`src/rtl/mpeg_audio_header_decode_core_assert.svh`:
```
// Assertion macros for the MPEG audio header decoder.
// Included by modules that check their own pipeline; expects clk and rst_n in scope.
`ifndef MPEG_AUDIO_HEADER_DECODE_CORE_ASSERT_SVH
`define MPEG_AUDIO_HEADER_DECODE_CORE_ASSERT_SVH

// The consequent must hold in the same cycle as the antecedent.
`define MAHD_ASSERT_IMPL(label, ante, cons, msg) \
  label: assert property (@(posedge clk) disable iff (!rst_n) (ante) |-> (cons)) \
    else $error(msg);

// The consequent must hold in the cycle after the antecedent.
`define MAHD_ASSERT_NEXT(label, ante, cons, msg) \
  label: assert property (@(posedge clk) disable iff (!rst_n) (ante) |=> (cons)) \
    else $error(msg);

`endif

```
`src/rtl/mahd_pkg.sv`:
```
// Package for the MPEG audio header decoder: beat types, status codes and lookup tables.
// Depends on nothing; used by mpeg_audio_header_decode_core.
package mahd_pkg;

  typedef struct packed {
    logic [31:0] header_word;
    logic [2:0]  bytes_available;
  } in_beat_t;

  typedef struct packed {
    logic [1:0]  status;
    logic        frame_valid;
    logic [8:0]  bit_rate_kbps;
    logic [15:0] sample_rate_hz;
    logic [11:0] frame_bytes;
    logic [1:0]  channel_count;
    logic [16:0] duration_us;
  } out_beat_t;

  // Frame size is floor(br * k / 441) or br * k, then shifted right by shift.
  typedef struct packed {
    logic [12:0] k;
    logic        div441;
    logic [2:0]  shift;
  } coef_t;

  localparam logic [1:0] STAT_OK    = 2'd0;
  localparam logic [1:0] STAT_SHORT = 2'd1;
  localparam logic [1:0] STAT_BAD   = 2'd2;
  localparam logic [1:0] STAT_RATE  = 2'd3;

  localparam logic [1:0] VER_25 = 2'd0;
  localparam logic [1:0] VER_2  = 2'd2;
  localparam logic [1:0] VER_1  = 2'd3;

  localparam logic [1:0] LAYER_NONE = 2'd0;
  localparam logic [1:0] LAYER_III  = 2'd1;
  localparam logic [1:0] LAYER_II   = 2'd2;
  localparam logic [1:0] LAYER_I    = 2'd3;

  localparam logic [1:0] MODE_MONO = 2'd3;

  localparam logic [2:0] MIN_BYTES = 3'd4;

  // Reciprocal of 441 at 2^32, rounded up; exact for products below 2^22.
  localparam int unsigned RECIP_SHIFT = 32;
  localparam logic [23:0] RECIP_441   = 24'd9739155;

  // Index order: [MPEG-1][layer - 1][bitrate index]; layer rows are III, II, I.
  localparam logic [8:0] BR_TAB [0:1][0:2][0:15] = '{
    '{
      '{9'd0, 9'd8, 9'd16, 9'd24, 9'd32, 9'd40, 9'd48, 9'd56,
        9'd64, 9'd80, 9'd96, 9'd112, 9'd128, 9'd144, 9'd160, 9'd0},
      '{9'd0, 9'd8, 9'd16, 9'd24, 9'd32, 9'd40, 9'd48, 9'd56,
        9'd64, 9'd80, 9'd96, 9'd112, 9'd128, 9'd144, 9'd160, 9'd0},
      '{9'd0, 9'd32, 9'd48, 9'd56, 9'd64, 9'd80, 9'd96, 9'd112,
        9'd128, 9'd144, 9'd160, 9'd176, 9'd192, 9'd224, 9'd256, 9'd0}
    },
    '{
      '{9'd0, 9'd32, 9'd40, 9'd48, 9'd56, 9'd64, 9'd80, 9'd96,
        9'd112, 9'd128, 9'd160, 9'd192, 9'd224, 9'd256, 9'd320, 9'd0},
      '{9'd0, 9'd32, 9'd48, 9'd56, 9'd64, 9'd80, 9'd96, 9'd112,
        9'd128, 9'd160, 9'd192, 9'd224, 9'd256, 9'd320, 9'd384, 9'd0},
      '{9'd0, 9'd32, 9'd64, 9'd96, 9'd128, 9'd160, 9'd192, 9'd224,
        9'd256, 9'd288, 9'd320, 9'd352, 9'd384, 9'd416, 9'd448, 9'd0}
    }
  };

  function automatic logic [15:0] sr_lookup(input logic [1:0] ver, input logic [1:0] fidx);
    logic [15:0] base;
    logic [15:0] sr;
    unique case (fidx)
      2'd0:    base = 16'd44100;
      2'd1:    base = 16'd48000;
      2'd2:    base = 16'd32000;
      default: base = 16'd0;
    endcase
    unique case (ver)
      VER_1:   sr = base;
      VER_2:   sr = base >> 1;
      VER_25:  sr = base >> 2;
      default: sr = 16'd0;
    endcase
    return sr;
  endfunction

  function automatic coef_t coef_lookup(input logic [1:0] ver, input logic [1:0] lay,
                                        input logic [1:0] fidx);
    coef_t       c;
    logic [12:0] base;
    logic [1:0]  vshift;
    logic        half;
    unique case (ver)
      VER_1:   vshift = 2'd0;
      VER_2:   vshift = 2'd1;
      default: vshift = 2'd2;
    endcase
    half = (lay == LAYER_III) && (ver != VER_1);
    unique case (fidx)
      2'd0:    base = (lay == LAYER_I) ? 13'd120 : 13'd1440;
      2'd1:    base = (lay == LAYER_I) ? 13'd2 : 13'd24;
      2'd2:    base = (lay == LAYER_I) ? 13'd3 : 13'd36;
      default: base = 13'd0;
    endcase
    c.k      = base << vshift;
    c.div441 = (fidx == 2'd0);
    c.shift  = ((fidx == 2'd0) ? 3'd0 : 3'd3) + {2'd0, half};
    return c;
  endfunction

  function automatic logic [16:0] dur_lookup(input logic [1:0] ver, input logic [1:0] lay,
                                             input logic [1:0] fidx);
    logic [16:0] d;
    if (lay == LAYER_I) begin
      unique case (fidx)
        2'd0:    d = 17'd8707;
        2'd1:    d = 17'd8000;
        2'd2:    d = 17'd12000;
        default: d = 17'd0;
      endcase
    end else if ((ver == VER_25) && (lay == LAYER_III)) begin
      unique case (fidx)
        2'd0:    d = 17'd52245;
        2'd1:    d = 17'd48000;
        2'd2:    d = 17'd72000;
        default: d = 17'd0;
      endcase
    end else begin
      unique case (fidx)
        2'd0:    d = 17'd26122;
        2'd1:    d = 17'd24000;
        2'd2:    d = 17'd36000;
        default: d = 17'd0;
      endcase
    end
    return d;
  endfunction

endpackage

```
`src/rtl/mpeg_audio_header_decode_core.sv`:
```
// MPEG audio frame header decoder, four register stages with per-stage valid bits.
// Depends on mahd_pkg and mpeg_audio_header_decode_core_assert.svh.
//
// Channel  Dir  Handshake            Beat
// in       in   in_valid/in_stall    mahd_pkg::in_beat_t
// out      out  out_valid/out_stall  mahd_pkg::out_beat_t
//
// One beat enters per cycle while in_stall is low; each result leaves through the
// stage registers in order: the table decode, the rate product, the multiply by the
// reciprocal of 441 and the output register, one stage each.
// Reset clears every valid bit; payload registers are not reset.
// A stage holds only while the stage after it is full and held, so bubbles are squeezed out.
module mpeg_audio_header_decode_core (
  input  logic                clk,
  input  logic                rst_n,
  input  logic                in_valid,
  output logic                in_stall,
  input  mahd_pkg::in_beat_t  in_data,
  output logic                out_valid,
  input  logic                out_stall,
  output mahd_pkg::out_beat_t out_data
);

  `include "mpeg_audio_header_decode_core_assert.svh"

  logic        en1, en2, en3, en_out;

  logic [31:0] hdr;
  logic [1:0]  ver, lay, fidx, mode, lay_idx;
  logic [3:0]  bidx;
  logic        hdr_bad;
  logic [8:0]  br_nxt;
  logic [15:0] sr_nxt;
  logic [1:0]  st1_nxt;

  logic                 v1_r, v2_r, v3_r, out_valid_r;
  logic [1:0]           st1_r, st2_r, st3_r;
  logic [8:0]           br1_r, br2_r, br3_r;
  logic [15:0]          sr1_r, sr2_r, sr3_r;
  mahd_pkg::coef_t      coef1_r, coef2_r, coef3_r;
  logic                 pad1_r, pad2_r, pad3_r;
  logic                 layi1_r, layi2_r, layi3_r;
  logic [1:0]           ch1_r, ch2_r, ch3_r;
  logic [16:0]          dur1_r, dur2_r, dur3_r;
  logic [21:0]          prod2_nxt, prod2_r, prod3_r;
  logic [45:0]          mq3_nxt, mq3_r;
  mahd_pkg::out_beat_t  out_r, out_nxt;

  logic [21:0] quot;
  logic [21:0] raw;
  logic [12:0] fb_sum;
  logic [14:0] fb_full;
  logic [1:0]  st_fin;

  assign en_out   = !out_valid_r || !out_stall;
  assign en3      = !v3_r || en_out;
  assign en2      = !v2_r || en3;
  assign en1      = !v1_r || en2;
  assign in_stall = !en1;

  // Stage 1: field split, checks and table lookups.
  always_comb begin
    hdr     = in_data.header_word;
    ver     = hdr[20:19];
    lay     = hdr[18:17];
    bidx    = hdr[15:12];
    fidx    = hdr[11:10];
    mode    = hdr[7:6];
    lay_idx = (lay == mahd_pkg::LAYER_NONE) ? 2'd0 : lay - 2'd1;
    hdr_bad = (hdr[31:21] != 11'h7FF) || (hdr[15:10] == 6'h3F) || (hdr[15:12] == 4'd0);
    br_nxt  = mahd_pkg::BR_TAB[ver == mahd_pkg::VER_1][lay_idx][bidx];
    sr_nxt  = mahd_pkg::sr_lookup(ver, fidx);
    priority if (in_data.bytes_available < mahd_pkg::MIN_BYTES) begin
      st1_nxt = mahd_pkg::STAT_SHORT;
    end else if (hdr_bad || (lay == mahd_pkg::LAYER_NONE)) begin
      st1_nxt = mahd_pkg::STAT_BAD;
    end else if ((sr_nxt == 16'd0) || (br_nxt == 9'd0)) begin
      st1_nxt = mahd_pkg::STAT_RATE;
    end else begin
      st1_nxt = mahd_pkg::STAT_OK;
    end
  end

  always_ff @(posedge clk) begin
    if (!rst_n) begin
      v1_r <= 1'b0;
    end else if (en1) begin
      v1_r <= in_valid;
    end
  end

  always_ff @(posedge clk) begin
    if (en1) begin
      st1_r   <= st1_nxt;
      br1_r   <= br_nxt;
      sr1_r   <= sr_nxt;
      coef1_r <= mahd_pkg::coef_lookup(ver, lay, fidx);
      pad1_r  <= hdr[9];
      layi1_r <= (lay == mahd_pkg::LAYER_I);
      ch1_r   <= (mode == mahd_pkg::MODE_MONO) ? 2'd1 : 2'd2;
      dur1_r  <= mahd_pkg::dur_lookup(ver, lay, fidx);
    end
  end

  // Stage 2: bitrate times the per-rate coefficient.
  assign prod2_nxt = 22'(br1_r) * 22'(coef1_r.k);

  always_ff @(posedge clk) begin
    if (!rst_n) begin
      v2_r <= 1'b0;
    end else if (en2) begin
      v2_r <= v1_r;
    end
  end

  always_ff @(posedge clk) begin
    if (en2) begin
      st2_r   <= st1_r;
      br2_r   <= br1_r;
      sr2_r   <= sr1_r;
      coef2_r <= coef1_r;
      pad2_r  <= pad1_r;
      layi2_r <= layi1_r;
      ch2_r   <= ch1_r;
      dur2_r  <= dur1_r;
      prod2_r <= prod2_nxt;
    end
  end

  // Stage 3: division by 441 as a multiply by its scaled reciprocal.
  assign mq3_nxt = 46'(prod2_r) * 46'(mahd_pkg::RECIP_441);

  always_ff @(posedge clk) begin
    if (!rst_n) begin
      v3_r <= 1'b0;
    end else if (en3) begin
      v3_r <= v2_r;
    end
  end

  always_ff @(posedge clk) begin
    if (en3) begin
      st3_r   <= st2_r;
      br3_r   <= br2_r;
      sr3_r   <= sr2_r;
      coef3_r <= coef2_r;
      pad3_r  <= pad2_r;
      layi3_r <= layi2_r;
      ch3_r   <= ch2_r;
      dur3_r  <= dur2_r;
      prod3_r <= prod2_r;
      mq3_r   <= mq3_nxt;
    end
  end

  // Stage 4: final shift, padding slot and result assembly.
  always_comb begin
    quot    = coef3_r.div441 ? {9'd0, mq3_r[mahd_pkg::RECIP_SHIFT + 12:mahd_pkg::RECIP_SHIFT]}
                             : prod3_r;
    raw     = quot >> coef3_r.shift;
    fb_sum  = {1'b0, raw[11:0]} + {12'd0, pad3_r};
    fb_full = layi3_r ? {fb_sum, 2'b00} : {2'b00, fb_sum};
    if (st3_r != mahd_pkg::STAT_OK) begin
      st_fin = st3_r;
    end else if (fb_full == 15'd0) begin
      st_fin = mahd_pkg::STAT_BAD;
    end else begin
      st_fin = mahd_pkg::STAT_OK;
    end
    out_nxt = '0;
    out_nxt.status = st_fin;
    if (st_fin == mahd_pkg::STAT_OK) begin
      out_nxt.frame_valid    = 1'b1;
      out_nxt.bit_rate_kbps  = br3_r;
      out_nxt.sample_rate_hz = sr3_r;
      out_nxt.frame_bytes    = fb_full[11:0];
      out_nxt.channel_count  = ch3_r;
      out_nxt.duration_us    = dur3_r;
    end
  end

  always_ff @(posedge clk) begin
    if (!rst_n) begin
      out_valid_r <= 1'b0;
    end else if (en_out) begin
      out_valid_r <= v3_r;
    end
  end

  always_ff @(posedge clk) begin
    if (en_out) begin
      out_r <= out_nxt;
    end
  end

  assign out_valid = out_valid_r;
  assign out_data  = out_r;

  `MAHD_ASSERT_IMPL(a_fail_clears, out_valid_r && (out_r.status != mahd_pkg::STAT_OK),
    (out_r.frame_bytes == 12'd0) && (out_r.bit_rate_kbps == 9'd0) &&
    (out_r.sample_rate_hz == 16'd0) && (out_r.channel_count == 2'd0) &&
    (out_r.duration_us == 17'd0) && !out_r.frame_valid,
    "failed header beat carries nonzero fields")
  `MAHD_ASSERT_IMPL(a_ok_sane, out_valid_r && out_r.frame_valid,
    (out_r.status == mahd_pkg::STAT_OK) && (out_r.frame_bytes != 12'd0) &&
    (out_r.sample_rate_hz != 16'd0) && (out_r.bit_rate_kbps != 9'd0) &&
    ((out_r.channel_count == 2'd1) || (out_r.channel_count == 2'd2)),
    "good header beat has an empty field")
  `MAHD_ASSERT_NEXT(a_no_spawn, !v3_r && !out_valid_r, !out_valid_r,
    "output beat appeared with an empty pipeline")
  `MAHD_ASSERT_NEXT(a_stage_hold, v3_r && !en3, v3_r,
    "held stage three beat was dropped")

endmodule
```
`config.mk`:
```
export PLATFORM = sky130hd
export DESIGN_NAME = mpeg_audio_header_decode_core
export DESIGN_NICKNAME = d
export VERILOG_FILES = /design/src/rtl/mahd_pkg.sv /design/src/rtl/mpeg_audio_header_decode_core.sv
export VERILOG_INCLUDE_DIRS = /design/src /design/src/rtl
export SDC_FILE = /design/constraint.sdc
export NUM_CORES = 1
export LEC_CHECK = 0
export BUFFER_PORTS_ARGS = -buffer_cell sky130_fd_sc_hd__buf_4
export CORE_UTILIZATION = 65
export CTS_CLUSTER_DIAMETER = 50
export CTS_CLUSTER_SIZE = 24
export DETAILED_ROUTE_END_ITERATION = 10
export GPL_TIMING_DRIVEN = 0
export HOLD_SLACK_MARGIN = 0.03
export PLACE_DENSITY_LB_ADDON = 0.1
export SYNTH_ARGS = -nofsm -noshare
export SYNTH_HDL_FRONTEND = slang
export SYNTH_SLANG_ARGS = --single-unit
```
`constraint.sdc`:
```
create_clock -name clk -period 11.36 [get_ports clk]
set_input_delay 1.136 -clock clk [delete_from_list [all_inputs] [get_ports clk]]
set_output_delay 1.136 -clock clk [all_outputs]
set_load 0.05 [all_outputs]
```
Word level (Yosys, flattened, before mapping) --
Cells that the tools add are included.
Storage, ports and cells: flip-flop bits (word level) 321, input bits 39, word-level logic and storage cells 124
Cells by class: $add $sub $neg 3, multiply operators 2, $lt $le $gt $ge 4, equal/unequal tests 10, shift-type cells 2, multiplexer cells 33, bitwise operators 3, reduce and logical (&&, ||, !) cells 25
Operator list (number):
- $mux 432 | 2
- $mux 420 | 1
- $bmux 144 s2 | 1
- $mux 144 | 2
- $pmux 16 s3 | 3
- $mux 57 | 1
- $pmux 17 s3 | 1
- $mul 22x24->45 const B | 1
- $pmux 14 s3 | 1
- $bmux 9 s4 | 1
- $mux 17 | 2
- $pmux 11 s3 | 1
- $mul 9x13->22 | 1
- $mux 22 | 1
- $shr 22x3->12 | 1
- $mux 9 | 2
- $logic_not 16->1 | 1
- $mux 2 | 8
- $logic_not 15->1 | 1
- $mux 15 | 1
- $add 12x1->13 | 1
- $mux 13 | 1
- $shl 13x2->13 | 1
- $mux 11 | 1
- other kinds (24) | 45

Logic depth before layout (Yosys ltp) --
word-level depth 15, mapped depth 23

Worst setup path after synthesis --
No wires, ideal clock.
path kind register to register, from register prod2_r[11], to register mq3_r[38], data pin, setup time 0.262 ns, data arrival time 5.831 ns, required time 11.098 ns, slack 5.267 ns, stages on the path, launching flop included 20, path buffers 0, cells stage by stage edfxtp_1 > fa_1 > fa_1 > inv_1 > fa_1 > inv_1 > fa_1 > fa_1 > fa_1 > ha_1 > ha_1 > a21oi_1 > o21ai_0 > a221o_1 > nor3b_1 > a211oi_1 > or3_1 > a31oi_1 > o21bai_1 > xor2_1
Between the ends: cells in the longest elaborated chain, start to end 1
Ends and longest elaborated chain:
- from (decl) | line mpeg_audio_header_decode_core.sv:45 | logic [21:0] prod2_nxt, prod2_r, prod3_r;
- from (signal assigned) | line mpeg_audio_header_decode_core.sv:126 | prod2_r <= prod2_nxt;
- $mul 22x24->45 | line mpeg_audio_header_decode_core.sv:131 | assign mq3_nxt = 46'(prod2_r) * 46'(mahd_pkg::RECIP_441);
- via mq3_nxt[38] | line mpeg_audio_header_decode_core.sv:46 | logic [45:0] mq3_nxt, mq3_r;
- to (signal assigned) | line mpeg_audio_header_decode_core.sv:152 | mq3_r <= mq3_nxt;
- to (decl) | line mpeg_audio_header_decode_core.sv:46
The timed path passes the listed nets, and every way through them passes these cells. A chain may end at the register's enable or synchronous reset.

Worst setup path after layout --
Same ends and word-level chain as after synthesis.

==> reports/results.ini <==
[clock_network]
root_buffer=clkbuf_16
post_cts_buffers=0
cts_buffers=22
clock_path_buffers=3
cts_resized=0
holdBufCountCts=0
cts_tree=built
path_clk_slew_ns=0.08
clk_latency_ns=0.52
clock_sinks=252
htree_levels=1

[setup_path]
ff2ff_path_depth=19
end_kind=flop
crit_path_start_kind=flop
critPathRequiredTime_ns=11.62
path_class=reg2reg
cp.arrival_ns=7.45
cp_max_fo=10

[floorplan]
die_x_um=183
dieArea_mm2=0.0334
core_area_mm2=0.0319
io_pins=100
initial_core_util_pct=66.7
rows=65
die_h_um=183

[sta]
finalWorstSetupSlack_ns=4.17
slew_headroom_pct=37.7
period_share_pct=63.3
setup_viol=0
tightest_slew_ns=0.928
max_freq_ghz=0.139
finalSetupTns_ns=0
rsz0062_at_grt=no
maxSlewViolCount=0
min_period_ns=7.19
fin_skew_ns=0.0232
final-hold-violation-count=0
whs_ns=0.419

[finish]
syn2layout_area_growth_pct=10.1
mostFrequentLayoutCells=317 x inv_1, 279 x ha_1, 248 x edfxtp_1
fin_cells=2395
final_common_cell=inv_1
postLayoutCellArea_mm2=0.0234
nets=2473
diodes=0
drive_gt1_share_pct=10.3

[logic_synthesis]
syn_area_mm2=0.0213
synth.distinct_cells=72
synth-compound-area-share_pct=6.98
synth_top_family_by_area=adder cells
async_flop_share_pct=0
synth.area.top_cells=edfxtp_1 35%, fa_1 20%, ha_1 16%, inv_1 5.6%, and2_1 2.5%
yosys.area_share.simple_pct=8.15
synth.area.mux_share_pct=4.22
synth_top_cell_area_share_pct=35.0
avgSynthCellArea_um2=11.8
synth_edf_count=248
synth-xor-area-share_pct=1.77
syn_inst=1801
synth-seq-cells=252
yosysWarnings=0
synthAdderAreaFrac_pct=36.3
synthFlopType=edfxtp_1
seq_area_frac_synth_pct=35.4
synth_top_area_cell=edfxtp_1

[global_routing]
grt.total_usage_pct=28.1
grt_max_degree=67
antenna_found_initial=0
grt_first_pass_wirelength_um=72800
grt_remaining_overflow=0
grt_pass1_vias=14500

[power]
p_leak_uw=0.0114
power_density_mw_per_mm2=309
ir_worst_vdd_v=0.000347

[job]
max-cap-violations=0

[place]
dpl-instance-area_mm2=0.0226
dp.final_hpwl_um=35400
dp.cells=2355
dp_slack_ns=4.26
place_congestion=0.944
io_buffers=84

[route]
drc=0
vias_per_cell=5.68
antenna_left=0
wl_per_cell_um=18.5
drt_iter0_drc=977
vias=13600
dr.pass1.iters=5
routed_wl_um=44300

[min_path]
min_path_cells=0
hold_class=reg2reg

[outcome]
status=finished, final reports clean

==> final cells by class <==
cell class              instances  area, um2
plain buffers                  64        320
clock buffers                  22        551
repair buffers                 86        678
clock inverters                18        226
inverters                     320       1200
well taps                     435        544
flip-flops and latches        252       7530
fillers                      2235       8470
multi-input cells            1198      12400
==> Yosys cell counts (all sizes together) (4+ instances only) <==
cell type and count:
nor2b 13, dfxtp 4, and3 9, or2 6
mux2i 18, edfxtp 248, o2111ai 4, mux2 17
o22ai 8, o311ai 5, nor4 5, a21o 9
clkbuf 41, nand2 91, a31oi 12, a21oi 61
a221oi 4, ha 279, o21a 4, xnor2 34
nand3 29, mux4 23, fa 211, o31ai 6
o21ai 46, nor3 21, and2 85, a22oi 4
or3 5, nand4 7, a211oi 7, o221ai 4
inv 319, nor2 72, buf 23, xor2 9
o211ai 11
==> per-stage QoR <==
step	power, uW	util [%]
6_report	7220	73.4
5_1_grt	8090	73.4
4_1_cts	7280	73.4
3_5_place_dp	6440	71.0
3_3_place_gp	6240	70.8
2_1_floorplan	5040	-
==> report_power, final <==
| group | internal (uW) | switching [uW] | total [uW] |
|---|---|---|---|
| sequential | 1160 | 125 | 1290 |
| clock | 388 | 377 | 765 |
| combinational | 2290 | 2880 | 5170 |
| total | 3840 | 3390 | 7220 |
==> per-layer routing <==
| metal | vias up | global-route usage, % | share of wire (%) |
|---|---|---|---|
| met3 | 107 | 3.28 | 5.4 |
| met1 | 6686 | 36.7 | 42 |
| met5 | - | 0 | 0 |
| met2 | 420 | 49.3 | 50 |
| met4 | 0 | 8.93 | 3.2 |
| li1 | 6382 | - | - |
==> logic make-up (layout without fill, tap and decap cells) <==
| logic type | Yosys count | in the layout |
|---|---|---|
| other | 2 | 35 |
| buffers and inverters | 384 | 510 |
| muxes | 58 | 58 |
| AOI/OAI and AO/OA | 222 | 222 |
| and+or+nand+nor | 350 | 350 |
| adders and majority gates | 490 | 490 |
| xor gates and xnor gates | 43 | 43 |
| DFF | 252 | 252 |
==> sequential cells by signal (all words and copies together), names as in the netlist, 2 cells and up <==
register,count
out_data,52
prod2_r,19
coef1_r,17
prod3_r,16
dur1_r,15
dur2_r,15
dur3_r,15
sr1_r,14
sr2_r,14
sr3_r,14
mq3_r,13
br1_r,6
br2_r,6
br3_r,6
coef2_r,4
coef3_r,4
ch1_r,2
ch2_r,2
ch3_r,2
st1_r,2
st2_r,2
st3_r,2
==> worst paths after layout <==
path / slack [ns] / from / end
worst max-delay path: 4.17 / prod2_r[11] / mq3_r[38]
worst min-delay path: 0.42 / dur2_r[3] / dur3_r[3]
worst max register to register: 4.17 / prod2_r[11] / mq3_r[38]
worst min register to register: 0.42 / dur2_r[3] / dur3_r[3]
==> critical path, stage by stage, from the launching register on <==
cell	delay [ns]
edfxtp_1	0.79
fa_1	0.56
fa_1	0.52
inv_1	0.05
fa_1	0.49
inv_1	0.05
fa_1	0.55
fa_1	0.43
fa_1	0.46
ha_1	0.29
ha_1	0.29
a21oi_1	0.14
o21ai_0	0.12
a221o_1	0.41
nor3b_1	0.51
a211oi_1	0.26
or3_1	0.42
a31oi_1	0.29
o21bai_1	0.13
xor2_1	0.15
Note: power is estimated with default switching activity, not from simulation.
